<file path="src/rtl/business_day_date_advance_assert.svh">
// Assertion macros shared by the business day date advance RTL.
// The macros expect signals named clk and rst_n in the scope where they are used.
`ifndef BUSINESS_DAY_DATE_ADVANCE_ASSERT_SVH
`define BUSINESS_DAY_DATE_ADVANCE_ASSERT_SVH

// Property that must hold in the same cycle as its antecedent.
`define BDDA_ASSERT_SAME(label, ante, cons, msg) \
    label: assert property (@(posedge clk) disable iff (!rst_n) (ante) |-> (cons)) \
        else $error(msg);

// Property that must hold in the cycle after its antecedent.
`define BDDA_ASSERT_NEXT(label, ante, cons, msg) \
    label: assert property (@(posedge clk) disable iff (!rst_n) (ante) |=> (cons)) \
        else $error(msg);

`endif

</file>
<file path="src/rtl/bdda_pkg.sv">
// Shared types, constants and calendar functions for the business day date advance block.
// No dependencies.
package bdda_pkg;

    localparam int YEAR_W  = 14;
    localparam int YEAR_IW = 15;
    localparam int MONTH_W = 4;
    localparam int DAY_W   = 5;
    localparam int COUNT_W = 12;
    localparam int WD_W    = 3;
    localparam int YMOD_W  = 9;
    localparam int Q400_W  = 7;
    localparam int ACC_W   = 15;

    // Division by 400 as a multiply by 20972 and a shift by 23, exact for
    // every dividend below 32768.
    localparam int YDIV_MUL    = 20972;
    localparam int YDIV_SHIFT  = 23;
    localparam int DIV_PROD_W  = 30;

    localparam int MAX_BUSINESS_DAYS_DEF = 4095;

    localparam logic [MONTH_W-1:0] MONTH_JAN      = 4'd1;
    localparam logic [MONTH_W-1:0] MONTH_FEB      = 4'd2;
    localparam logic [MONTH_W-1:0] MONTH_DEC      = 4'd12;
    localparam logic [WD_W-1:0]    WD_SUNDAY      = 3'd0;
    localparam logic [WD_W-1:0]    WD_FRIDAY      = 3'd5;
    localparam logic [WD_W-1:0]    WD_SATURDAY    = 3'd6;
    localparam logic [YMOD_W-1:0]  YMOD_LAST      = 9'd399;

    typedef enum logic [2:0] {
        ST_IDLE,
        ST_REDUCE,
        ST_SPLIT,
        ST_MOD,
        ST_WALK,
        ST_DONE
    } bdda_state_t;

    typedef struct packed {
        logic load;
        logic reduce;
        logic split;
        logic mod_step;
        logic walk;
    } bdda_cmd_t;

    typedef struct packed {
        logic invalid;
        logic zero_count;
        logic walk_last;
    } bdda_stat_t;

    // Leap test from the year modulo 400.
    function automatic logic is_leap(input logic [YMOD_W-1:0] ymod);
        is_leap = (ymod[1:0] == 2'd0) && (ymod != 9'd100) && (ymod != 9'd200)
                  && (ymod != 9'd300);
    endfunction

    function automatic logic [DAY_W-1:0] month_days(input logic [MONTH_W-1:0] m,
                                                    input logic leap);
        logic [DAY_W-1:0] len;
        case (m)
            4'd2:                      len = leap ? 5'd29 : 5'd28;
            4'd4, 4'd6, 4'd9, 4'd11:   len = 5'd30;
            default:                   len = 5'd31;
        endcase
        month_days = len;
    endfunction

    // floor(31 * mm / 12) with March as the first month of the shifted year.
    function automatic logic [DAY_W-1:0] month_offset(input logic [MONTH_W-1:0] m);
        logic [DAY_W-1:0] off;
        case (m)
            4'd1:    off = 5'd28;
            4'd2:    off = 5'd31;
            4'd3:    off = 5'd2;
            4'd4:    off = 5'd5;
            4'd5:    off = 5'd7;
            4'd6:    off = 5'd10;
            4'd7:    off = 5'd12;
            4'd8:    off = 5'd15;
            4'd9:    off = 5'd18;
            4'd10:   off = 5'd20;
            4'd11:   off = 5'd23;
            4'd12:   off = 5'd25;
            default: off = 5'd0;
        endcase
        month_offset = off;
    endfunction

endpackage

</file>
<file path="src/rtl/bdda_ctrl.sv">
// Sequencer for the business day date advance block.
// Depends on bdda_pkg for the state, command and status types.
module bdda_ctrl (
    input  logic                clk,
    input  logic                rst_n,
    input  logic                start,
    input  bdda_pkg::bdda_stat_t stat,
    output bdda_pkg::bdda_cmd_t  cmd,
    output logic                busy,
    output logic                done
);

    bdda_pkg::bdda_state_t state_reg;
    bdda_pkg::bdda_state_t state_next;

    always_ff @(posedge clk or negedge rst_n)
    begin
        if (!rst_n)
        begin
            state_reg <= bdda_pkg::ST_IDLE;
        end
        else
        begin
            state_reg <= state_next;
        end
    end

    always_comb
    begin
        state_next = state_reg;
        cmd        = '0;
        unique case (state_reg)
            bdda_pkg::ST_IDLE:
            begin
                if (start)
                begin
                    cmd.load   = 1'b1;
                    state_next = bdda_pkg::ST_REDUCE;
                end
            end
            bdda_pkg::ST_REDUCE:
            begin
                cmd.reduce = 1'b1;
                state_next = bdda_pkg::ST_SPLIT;
            end
            bdda_pkg::ST_SPLIT:
            begin
                cmd.split  = 1'b1;
                state_next = stat.invalid ? bdda_pkg::ST_DONE : bdda_pkg::ST_MOD;
            end
            bdda_pkg::ST_MOD:
            begin
                cmd.mod_step = 1'b1;
                state_next   = stat.zero_count ? bdda_pkg::ST_DONE : bdda_pkg::ST_WALK;
            end
            bdda_pkg::ST_WALK:
            begin
                cmd.walk = 1'b1;
                if (stat.walk_last)
                begin
                    state_next = bdda_pkg::ST_DONE;
                end
            end
            bdda_pkg::ST_DONE:
            begin
                state_next = bdda_pkg::ST_IDLE;
            end
            default:
            begin
                state_next = bdda_pkg::ST_IDLE;
            end
        endcase
    end

    assign busy = (state_reg != bdda_pkg::ST_IDLE);
    assign done = (state_reg == bdda_pkg::ST_DONE);

endmodule

</file>
<file path="src/rtl/bdda_dp.sv">
// Datapath of the business day date advance block: year reduction, weekday
// computation, and the one-day-per-cycle calendar walk. Depends on bdda_pkg.
module bdda_dp #(
    parameter int MAX_BUSINESS_DAYS = bdda_pkg::MAX_BUSINESS_DAYS_DEF
) (
    input  logic                              clk,
    input  bdda_pkg::bdda_cmd_t               cmd,
    output bdda_pkg::bdda_stat_t              stat,
    input  logic [bdda_pkg::YEAR_W-1:0]       start_year,
    input  logic [bdda_pkg::MONTH_W-1:0]      start_month,
    input  logic [bdda_pkg::DAY_W-1:0]        start_day,
    input  logic [bdda_pkg::COUNT_W-1:0]      business_days,
    output logic [bdda_pkg::YEAR_W-1:0]       end_year,
    output logic [bdda_pkg::MONTH_W-1:0]      end_month,
    output logic [bdda_pkg::DAY_W-1:0]        end_day,
    output logic [bdda_pkg::WD_W-1:0]         end_weekday,
    output logic [bdda_pkg::WD_W-1:0]         start_weekday,
    output logic                              date_invalid
);

    localparam int CNT_W = $clog2(MAX_BUSINESS_DAYS + 1);
    localparam int CMP_W = (CNT_W > bdda_pkg::COUNT_W) ? CNT_W : bdda_pkg::COUNT_W;
    localparam logic [CMP_W-1:0] MAX_CMP = CMP_W'(MAX_BUSINESS_DAYS);
    localparam logic [CNT_W-1:0] MAX_CNT = CNT_W'(MAX_BUSINESS_DAYS);

    logic [bdda_pkg::YEAR_IW-1:0] year_reg,    year_next;
    logic [bdda_pkg::MONTH_W-1:0] month_reg,   month_next;
    logic [bdda_pkg::DAY_W-1:0]   day_reg,     day_next;
    logic [CNT_W-1:0]             target_reg,  target_next;
    logic [CNT_W-1:0]             cnt_reg,     cnt_next;
    logic [bdda_pkg::YEAR_IW-1:0] rem_reg,     rem_next;
    logic [bdda_pkg::Q400_W-1:0]  q400_reg,    q400_next;
    logic                         early_reg,   early_next;
    logic [bdda_pkg::YMOD_W-1:0]  ymod_reg,    ymod_next;
    logic [bdda_pkg::ACC_W-1:0]   acc_reg,     acc_next;
    logic [bdda_pkg::WD_W-1:0]    wd_reg,      wd_next;
    logic [bdda_pkg::WD_W-1:0]    wd0_reg,     wd0_next;
    logic                         invalid_reg, invalid_next;

    logic [CMP_W-1:0]                bd_ext;
    logic [bdda_pkg::DIV_PROD_W-1:0] div_prod;
    logic [bdda_pkg::Q400_W-1:0]     q400_calc;
    logic [bdda_pkg::YEAR_IW-1:0]    rem_calc;
    logic [1:0]                      q100;
    logic [bdda_pkg::YMOD_W-1:0]     r100;
    logic [bdda_pkg::YMOD_W-1:0]     ymod_sum;
    logic [bdda_pkg::YMOD_W-1:0]     ymod_start;
    logic [bdda_pkg::DAY_W-1:0]      start_len;
    logic                            invalid_c;
    logic [15:0]                     wd_sum;
    logic [5:0]                      fold1;
    logic [3:0]                      fold2;
    logic [bdda_pkg::WD_W-1:0]       wd_mod;
    logic                            business;
    logic [CNT_W-1:0]                cnt_inc;
    logic [bdda_pkg::DAY_W-1:0]      walk_len;

    always_comb
    begin
        bd_ext = CMP_W'(business_days);
        if (bd_ext > MAX_CMP)
        begin
            target_next = MAX_CNT;
        end
        else
        begin
            target_next = bd_ext[CNT_W-1:0];
        end
    end

    // Quotient and remainder of the shifted year by 400 in one step.
    assign div_prod  = bdda_pkg::DIV_PROD_W'(rem_reg)
                       * bdda_pkg::DIV_PROD_W'(bdda_pkg::YDIV_MUL);
    assign q400_calc = div_prod[bdda_pkg::DIV_PROD_W-1:bdda_pkg::YDIV_SHIFT];
    assign rem_calc  = rem_reg - bdda_pkg::YEAR_IW'(q400_calc) * 15'd400;

    // Split the reduced year into hundreds and the remainder below 100.
    always_comb
    begin
        if (rem_reg >= 15'd300)
        begin
            q100 = 2'd3;
        end
        else if (rem_reg >= 15'd200)
        begin
            q100 = 2'd2;
        end
        else if (rem_reg >= 15'd100)
        begin
            q100 = 2'd1;
        end
        else
        begin
            q100 = 2'd0;
        end
        r100     = rem_reg[bdda_pkg::YMOD_W-1:0] - 9'(q100) * 9'd100;
        ymod_sum = rem_reg[bdda_pkg::YMOD_W-1:0] + 9'(early_reg);
        ymod_start = (ymod_sum == 9'd400) ? 9'd0 : ymod_sum;
        start_len  = bdda_pkg::month_days(month_reg, bdda_pkg::is_leap(ymod_start));
        invalid_c  = (year_reg == '0) || (month_reg == '0)
                     || (month_reg > bdda_pkg::MONTH_DEC) || (day_reg == '0)
                     || (day_reg > start_len);
        // yy + yy/4 - yy/100 + yy/400 collapses to 497*q400 + r + 24*q100 + r100/4.
        wd_sum = 16'(day_reg) + 16'(q400_reg) * 16'd497 + 16'(rem_reg)
                 + 16'(q100) * 16'd24 + 16'(r100[6:2])
                 + 16'(bdda_pkg::month_offset(month_reg));
    end

    // Modulo 7 by folding octal digits, since 8 is 1 modulo 7.
    assign fold1  = 6'(acc_reg[2:0]) + 6'(acc_reg[5:3]) + 6'(acc_reg[8:6])
                    + 6'(acc_reg[11:9]) + 6'(acc_reg[14:12]);
    assign fold2  = 4'(fold1[2:0]) + 4'(fold1[5:3]);
    assign wd_mod = (fold2 >= 4'd7) ? bdda_pkg::WD_W'(fold2 - 4'd7)
                                    : fold2[bdda_pkg::WD_W-1:0];

    assign business = (wd_reg != bdda_pkg::WD_FRIDAY) && (wd_reg != bdda_pkg::WD_SATURDAY);
    assign cnt_inc  = cnt_reg + CNT_W'(business);
    assign walk_len = bdda_pkg::month_days(month_reg, bdda_pkg::is_leap(ymod_reg));

    always_comb
    begin
        year_next    = year_reg;
        month_next   = month_reg;
        day_next     = day_reg;
        cnt_next     = cnt_reg;
        rem_next     = rem_reg;
        q400_next    = q400_reg;
        early_next   = early_reg;
        ymod_next    = ymod_reg;
        acc_next     = acc_reg;
        wd_next      = wd_reg;
        wd0_next     = wd0_reg;
        invalid_next = invalid_reg;

        if (cmd.load)
        begin
            year_next    = bdda_pkg::YEAR_IW'(start_year);
            month_next   = start_month;
            day_next     = start_day;
            cnt_next     = '0;
            early_next   = (start_month <= bdda_pkg::MONTH_FEB);
            rem_next     = bdda_pkg::YEAR_IW'(start_year)
                           - bdda_pkg::YEAR_IW'(start_month <= bdda_pkg::MONTH_FEB);
            q400_next    = '0;
            invalid_next = 1'b0;
        end

        if (cmd.reduce)
        begin
            rem_next  = rem_calc;
            q400_next = q400_calc;
        end

        if (cmd.split)
        begin
            ymod_next    = ymod_start;
            invalid_next = invalid_c;
            acc_next     = wd_sum[bdda_pkg::ACC_W-1:0];
        end

        if (cmd.mod_step)
        begin
            wd_next  = wd_mod;
            wd0_next = wd_mod;
        end

        if (cmd.walk)
        begin
            cnt_next = cnt_inc;
            if (cnt_inc < target_reg)
            begin
                wd_next = (wd_reg == bdda_pkg::WD_SATURDAY) ? bdda_pkg::WD_SUNDAY
                                                            : wd_reg + 3'd1;
                if (day_reg == walk_len)
                begin
                    day_next = 5'd1;
                    if (month_reg == bdda_pkg::MONTH_DEC)
                    begin
                        month_next = bdda_pkg::MONTH_JAN;
                        year_next  = year_reg + 15'd1;
                        ymod_next  = (ymod_reg == bdda_pkg::YMOD_LAST) ? 9'd0
                                                                       : ymod_reg + 9'd1;
                    end
                    else
                    begin
                        month_next = month_reg + 4'd1;
                    end
                end
                else
                begin
                    day_next = day_reg + 5'd1;
                end
            end
        end
    end

    always_ff @(posedge clk)
    begin
        year_reg    <= year_next;
        month_reg   <= month_next;
        day_reg     <= day_next;
        cnt_reg     <= cnt_next;
        rem_reg     <= rem_next;
        q400_reg    <= q400_next;
        early_reg   <= early_next;
        ymod_reg    <= ymod_next;
        acc_reg     <= acc_next;
        wd_reg      <= wd_next;
        wd0_reg     <= wd0_next;
        invalid_reg <= invalid_next;
        if (cmd.load)
        begin
            target_reg <= target_next;
        end
    end

    assign stat.invalid     = invalid_c;
    assign stat.zero_count  = (target_reg == '0);
    assign stat.walk_last   = (cnt_inc >= target_reg);

    assign end_year      = year_reg[bdda_pkg::YEAR_W-1:0];
    assign end_month     = month_reg;
    assign end_day       = day_reg;
    assign end_weekday   = invalid_reg ? bdda_pkg::WD_SUNDAY : wd_reg;
    assign start_weekday = invalid_reg ? bdda_pkg::WD_SUNDAY : wd0_reg;
    assign date_invalid  = invalid_reg;

endmodule

</file>
<file path="src/rtl/business_day_date_advance.sv">
// Top level of the business day date advance block: sequencer plus datapath.
// Depends on bdda_pkg, bdda_ctrl, bdda_dp and business_day_date_advance_assert.svh.
//
//   Channel   Handshake          Payload ports
//   --------  -----------------  --------------------------------------------------
//   command   start / busy       start_year, start_month, start_day, business_days
//   result    done (strobe)      end_year, end_month, end_day, end_weekday,
//                                start_weekday, date_invalid
//
// A transaction is taken at a clock edge where start is high and busy is low.
// After that edge come the year division, the split, the modulo 7 step, the
// day walk and the result strobe, in that order; an invalid date skips
// modulo and walk, a zero count skips the walk. The largest count walks
// about 5733 days.
// Reset is asynchronous and active low and returns the sequencer to idle.
// The result strobe done is high for exactly one cycle; the receiver cannot stall.
`include "business_day_date_advance_assert.svh"

module business_day_date_advance #(
    parameter int MAX_BUSINESS_DAYS = bdda_pkg::MAX_BUSINESS_DAYS_DEF
) (
    input  logic                          clk,
    input  logic                          rst_n,
    input  logic                          start,
    output logic                          busy,
    input  logic [bdda_pkg::YEAR_W-1:0]   start_year,
    input  logic [bdda_pkg::MONTH_W-1:0]  start_month,
    input  logic [bdda_pkg::DAY_W-1:0]    start_day,
    input  logic [bdda_pkg::COUNT_W-1:0]  business_days,
    output logic                          done,
    output logic [bdda_pkg::YEAR_W-1:0]   end_year,
    output logic [bdda_pkg::MONTH_W-1:0]  end_month,
    output logic [bdda_pkg::DAY_W-1:0]    end_day,
    output logic [bdda_pkg::WD_W-1:0]     end_weekday,
    output logic [bdda_pkg::WD_W-1:0]     start_weekday,
    output logic                          date_invalid
);

    // The sequencer and datapath talk only through these two bundles.
    bdda_pkg::bdda_cmd_t  cmd;
    bdda_pkg::bdda_stat_t stat;

    // The sequencer steps through load, year reduction, weekday computation,
    // the calendar walk and the result cycle, one transaction at a time.
    bdda_ctrl u_ctrl (
        .clk   (clk),
        .rst_n (rst_n),
        .start (start),
        .stat  (stat),
        .cmd   (cmd),
        .busy  (busy),
        .done  (done)
    );

    // The datapath holds the running date, the business day count and the weekday.
    // Its registers drive the result ports, the weekdays forced to Sunday on an invalid
    // date, and they stay still while done is high because the sequencer issues no command then.
    bdda_dp #(
        .MAX_BUSINESS_DAYS (MAX_BUSINESS_DAYS)
    ) u_dp (
        .clk           (clk),
        .cmd           (cmd),
        .stat          (stat),
        .start_year    (start_year),
        .start_month   (start_month),
        .start_day     (start_day),
        .business_days (business_days),
        .end_year      (end_year),
        .end_month     (end_month),
        .end_day       (end_day),
        .end_weekday   (end_weekday),
        .start_weekday (start_weekday),
        .date_invalid  (date_invalid)
    );

    // An accepted transaction must leave the idle state at once.
    `BDDA_ASSERT_NEXT(a_accept_busy, start && !busy, busy, "accepted transaction left busy low")
    // The result strobe lasts a single cycle and the block is then idle.
    `BDDA_ASSERT_NEXT(a_done_single, done, !done && !busy, "result strobe longer than one cycle")
    // An invalid start date reports both weekdays as zero.
    `BDDA_ASSERT_SAME(a_invalid_wd, done && date_invalid,
        end_weekday == bdda_pkg::WD_SUNDAY && start_weekday == bdda_pkg::WD_SUNDAY,
        "invalid date reported a nonzero weekday")
    // A valid result carries weekdays in the range Sunday through Saturday.
    `BDDA_ASSERT_SAME(a_wd_range, done && !date_invalid,
        end_weekday <= bdda_pkg::WD_SATURDAY && start_weekday <= bdda_pkg::WD_SATURDAY,
        "weekday out of range")

endmodule

</file>
<file path="config.mk">
export PLATFORM = sky130hd
export DESIGN_NAME = business_day_date_advance
export DESIGN_NICKNAME = d
export VERILOG_FILES = /design/src/rtl/bdda_pkg.sv /design/src/rtl/bdda_ctrl.sv /design/src/rtl/bdda_dp.sv /design/src/rtl/business_day_date_advance.sv
export VERILOG_INCLUDE_DIRS = /design/src /design/src/rtl
export SDC_FILE = /design/constraint.sdc
export NUM_CORES = 1
export LEC_CHECK = 0
export BUFFER_PORTS_ARGS = -buffer_cell sky130_fd_sc_hd__buf_2
export CAP_MARGIN = 20
export CORE_AREA = 2 2 217 219
export DETAILED_ROUTE_END_ITERATION = 10
export DIE_AREA = 0 0 219 221
export HOLD_SLACK_MARGIN = 0.08
export SLEW_MARGIN = 25
export SYNTH_ARGS = -nofsm -noshare
export SYNTH_HDL_FRONTEND = slang
export SYNTH_SLANG_ARGS = --single-unit
</file>
<file path="constraint.sdc">
create_clock -name clk -period 19.36 [get_ports clk]
set_input_delay 1.936 -clock clk [delete_from_list [all_inputs] [get_ports clk]]
set_output_delay 1.936 -clock clk [all_outputs]
set_load 0.1 [all_outputs]
</file>
==> metrics.md <==
| Metric | Value |
|---|---|
| Status | `completed` |
| Antenna Violating Nets Remaining | `0` |
| Vias in the first global route | `9,756` |
| Nature of the critical path startpoint | `flop` |
| Setup violators final | `0` |
| Met3 wire len | `about 1200 µm` |
| GR Util All Layers | `0.132` |
| Die Area | `0.0484 mm²` |
| Synthesized cell area | `0.0137 mm²` |
| N_diodes | `0` |
| M1 WL | `about 15,000 µm` |
| Setup TNS | `0 ns` |
| DRC | `0` |
| Layout area overhead | `8.89%` |
| Die Ht | `about 220 µm` |
| CP endpoint kind | `flop` |
| Worst EP required | `19.47 ns` |
| CP Class | `flop to flop` |
| CTS-repair resized insts | `0` |
| Drt wl/cell | `15.0 µm` |
| Starting DRC count in detailed routing | `between 500 and 600` |
| CTS tree | `done` |
| Avg Cell Area, Syn | `9.64 µm²` |
| Initial Util | `0.297` |
| Root Buffer | `clkbuf_16` |
| Clk buf depth | `2` |
| Max incr delay on CP | `0.79 ns` |
| GP Congestion | `0.863` |
| Initial antenna violation count | `1` |
| Post-Syn Instances | `1,419` |
| EDFF count, synth | `66` |
| CTS H-tree depth | `3` |
| Clock Sinks | `110` |
| Worst-skew pair later-pin latency | `0.37 ns` |
| Slew Viols, Final | `0` |
| Final Hold Vio Count | `0` |
| FP Rows | `79` |
| Die Span X | `219 µm` |
| Post-CTS Setup Inserts | `0` |
| First-pass GRT wire length | `51,000 µm` |
| Critical path data arrival time | `9.06 ns` |
| Post-layout util | `0.323` |
| Fillers | `4,775` |
| Min Tclk post-route | `roughly 9 ns` |
| Post-Syn Nets | `about 1,800` |
| Clk slew on worst S/H paths | `0.08 ns` |
| Hold_buf cts | `0` |
| Worst Tran Pin Value | `0.830 ns` |
| Layout cells sized above 1 | `0.0784` |
| Max Clock Freq | `112 MHz` |
| Commonest non-fill, non-tap cell in the layout | `inv_1` |
| Drt total wl | `31,000 µm` |
| Share of flip-flops with an asynchronous set or reset | `0.0273` |
| Max cap viols | `0` |
| Yosys warning count | `0` |
| DR pass1 iterations | `5` |
| RSZ-0062 raised after global routing | `no` |
| Hold WC Path Type | `flop to flop` |
| Number of synthesized register bits | `110` |
| Tcrit/Tclk final | `0.462` |
| Via density | `~4.7` |
| CP max FO | `13` |
| CORE AREA | `roughly 0.046 mm²` |
| Post-synthesis cell type count | `77` |
| Post-synthesis sequential area ratio | `0.210` |
| Fin nets | `1,890` |
| Top layer in use | `met5` |
| HPWL after DPL | `26,100 µm` |
| Commonest non-fill, non-tap cells in the layout | `281 x inv_1, 270 x ha_1, 121 x fa_1` |
| Dominant synthesized flop cell | `edfxtp_1` |
| Largest net degree at the start of global routing | `30` |
| Met2 WL | `14,000 µm` |
| Critical-path top delay cell | `edfxtp_1` |
| Worst slew margin | `0.445` |
| CTS buffer count | `9` |
| Ports | `70` |
| Total number of vias | `9,686` |
| Buffers on Ports | `69` |
| Total grt overflow | `0` |
| Final worst clock skew | `around 0.013 ns` |
-- metal layers --
metal / track usage / vias to the layer above
met5: 0 / -
met4: 0.0275 / 2
met3: 0.0221 / 31
met2: 0.206 / 166
met1: 0.191 / 4681
li1: - / 4806
-- layout make-up --
type                            instances  area, µm²  share of cell area
Sequential cell                       110       2880               0.193
Timing Repair Buffer                   74        383              0.0257
Inverter                              282       1060              0.0711
Clock inverter                          7       80.1             0.00538
Clock buffer                            9        225              0.0151
Tap cell                              607        759              0.0510
Multi-Input combinational cell        984       9510               0.639
-- per-stage QoR --
step,hold WS [ns],cells,area (µm²),setup slack [ns]
2_1_floorplan,0.435,1419,13700,11.26
3_3_place_gp,0.448,2057,14600,10.54
3_5_place_dp,0.462,2057,14600,10.38
4_1_cts,0.473,2073,14900,10.37
5_1_grt,0.504,2073,14900,9.76
6_report,0.473,2073,14900,10.41
-- synthesized netlist by cell type, types with 5 or more instances --
| library cell | number | area share |
|---|---|---|
| a21o_1 | 21 | 0.012 |
| ha_1 | 270 | 0.25 |
| nor2b_1 | 26 | 0.012 |
| a31oi_1 | 6 | 0.0027 |
| nand3_1 | 36 | 0.013 |
| buf_4 | 14 | 0.0077 |
| nor3b_1 | 6 | 0.0033 |
| o21ai_0 | 54 | 0.020 |
| fa_1 | 121 | 0.18 |
| dfxtp_1 | 41 | 0.060 |
| clkbuf_1 | 24 | 0.0066 |
| xnor2_1 | 52 | 0.033 |
| inv_1 | 281 | 0.077 |
| xor2_1 | 28 | 0.018 |
| a21oi_1 | 55 | 0.020 |
| o211ai_1 | 5 | 0.0027 |
| nor2_1 | 59 | 0.016 |
| o22ai_1 | 13 | 0.0059 |
| or3_1 | 5 | 0.0023 |
| nor4_1 | 11 | 0.0050 |
| nand4_1 | 13 | 0.0059 |
| edfxtp_1 | 66 | 0.14 |
| mux2i_1 | 9 | 0.0066 |
| nand2_1 | 68 | 0.019 |
| nand2b_1 | 9 | 0.0041 |
| nor3_1 | 17 | 0.0062 |
| a221o_1 | 6 | 0.0044 |
| and3_1 | 14 | 0.0064 |
-- worst max-delay path: cells and delay by family (launching register included) --
kind,cells,cell delay [ns]
xor gates and xnor gates,3,0.62
DFF,1,0.79
buffers and inverters,6,0.55
AOI/OAI and AO/OA,13,2.43
adders and majority gates,11,4.31
-- cell families after synthesis --
group	count (synthesis)	synth area share
xor gates and xnor gates	80	0.0512
and+or+nand+nor	290	0.109
AOI/OAI and AO/OA	208	0.0983
adders and majority gates	391	0.424
buffers and inverters	325	0.0944
DFF	110	0.210
muxes	15	0.0131
-- final timing paths --
kind                                           start                               to  slack, ns  depth (start not counted)
setup / recovery           u_dp.rem_reg[6]$_DFFE_PP_       u_dp.rem_reg[14]$_DFFE_PP_      10.41                         33
hold / removal             u_dp.year_reg[14]$_DFF_P_        u_dp.year_reg[14]$_DFF_P_       0.47                          1
setup reg to reg           u_dp.rem_reg[6]$_DFFE_PP_       u_dp.rem_reg[14]$_DFFE_PP_      10.41                         33
hold reg to reg            u_dp.year_reg[14]$_DFF_P_        u_dp.year_reg[14]$_DFF_P_       0.47                          1
max in group asynchronous                      rst_n  u_ctrl.state_reg[1]$_DFFE_PN0P_      17.90                          1
min in group asynchronous                      rst_n  u_ctrl.state_reg[0]$_DFFE_PN0P_       1.35                          1
Power is not shown: default switching activity piles up to over one toggle a cycle in this logic, so the estimate is an artifact.
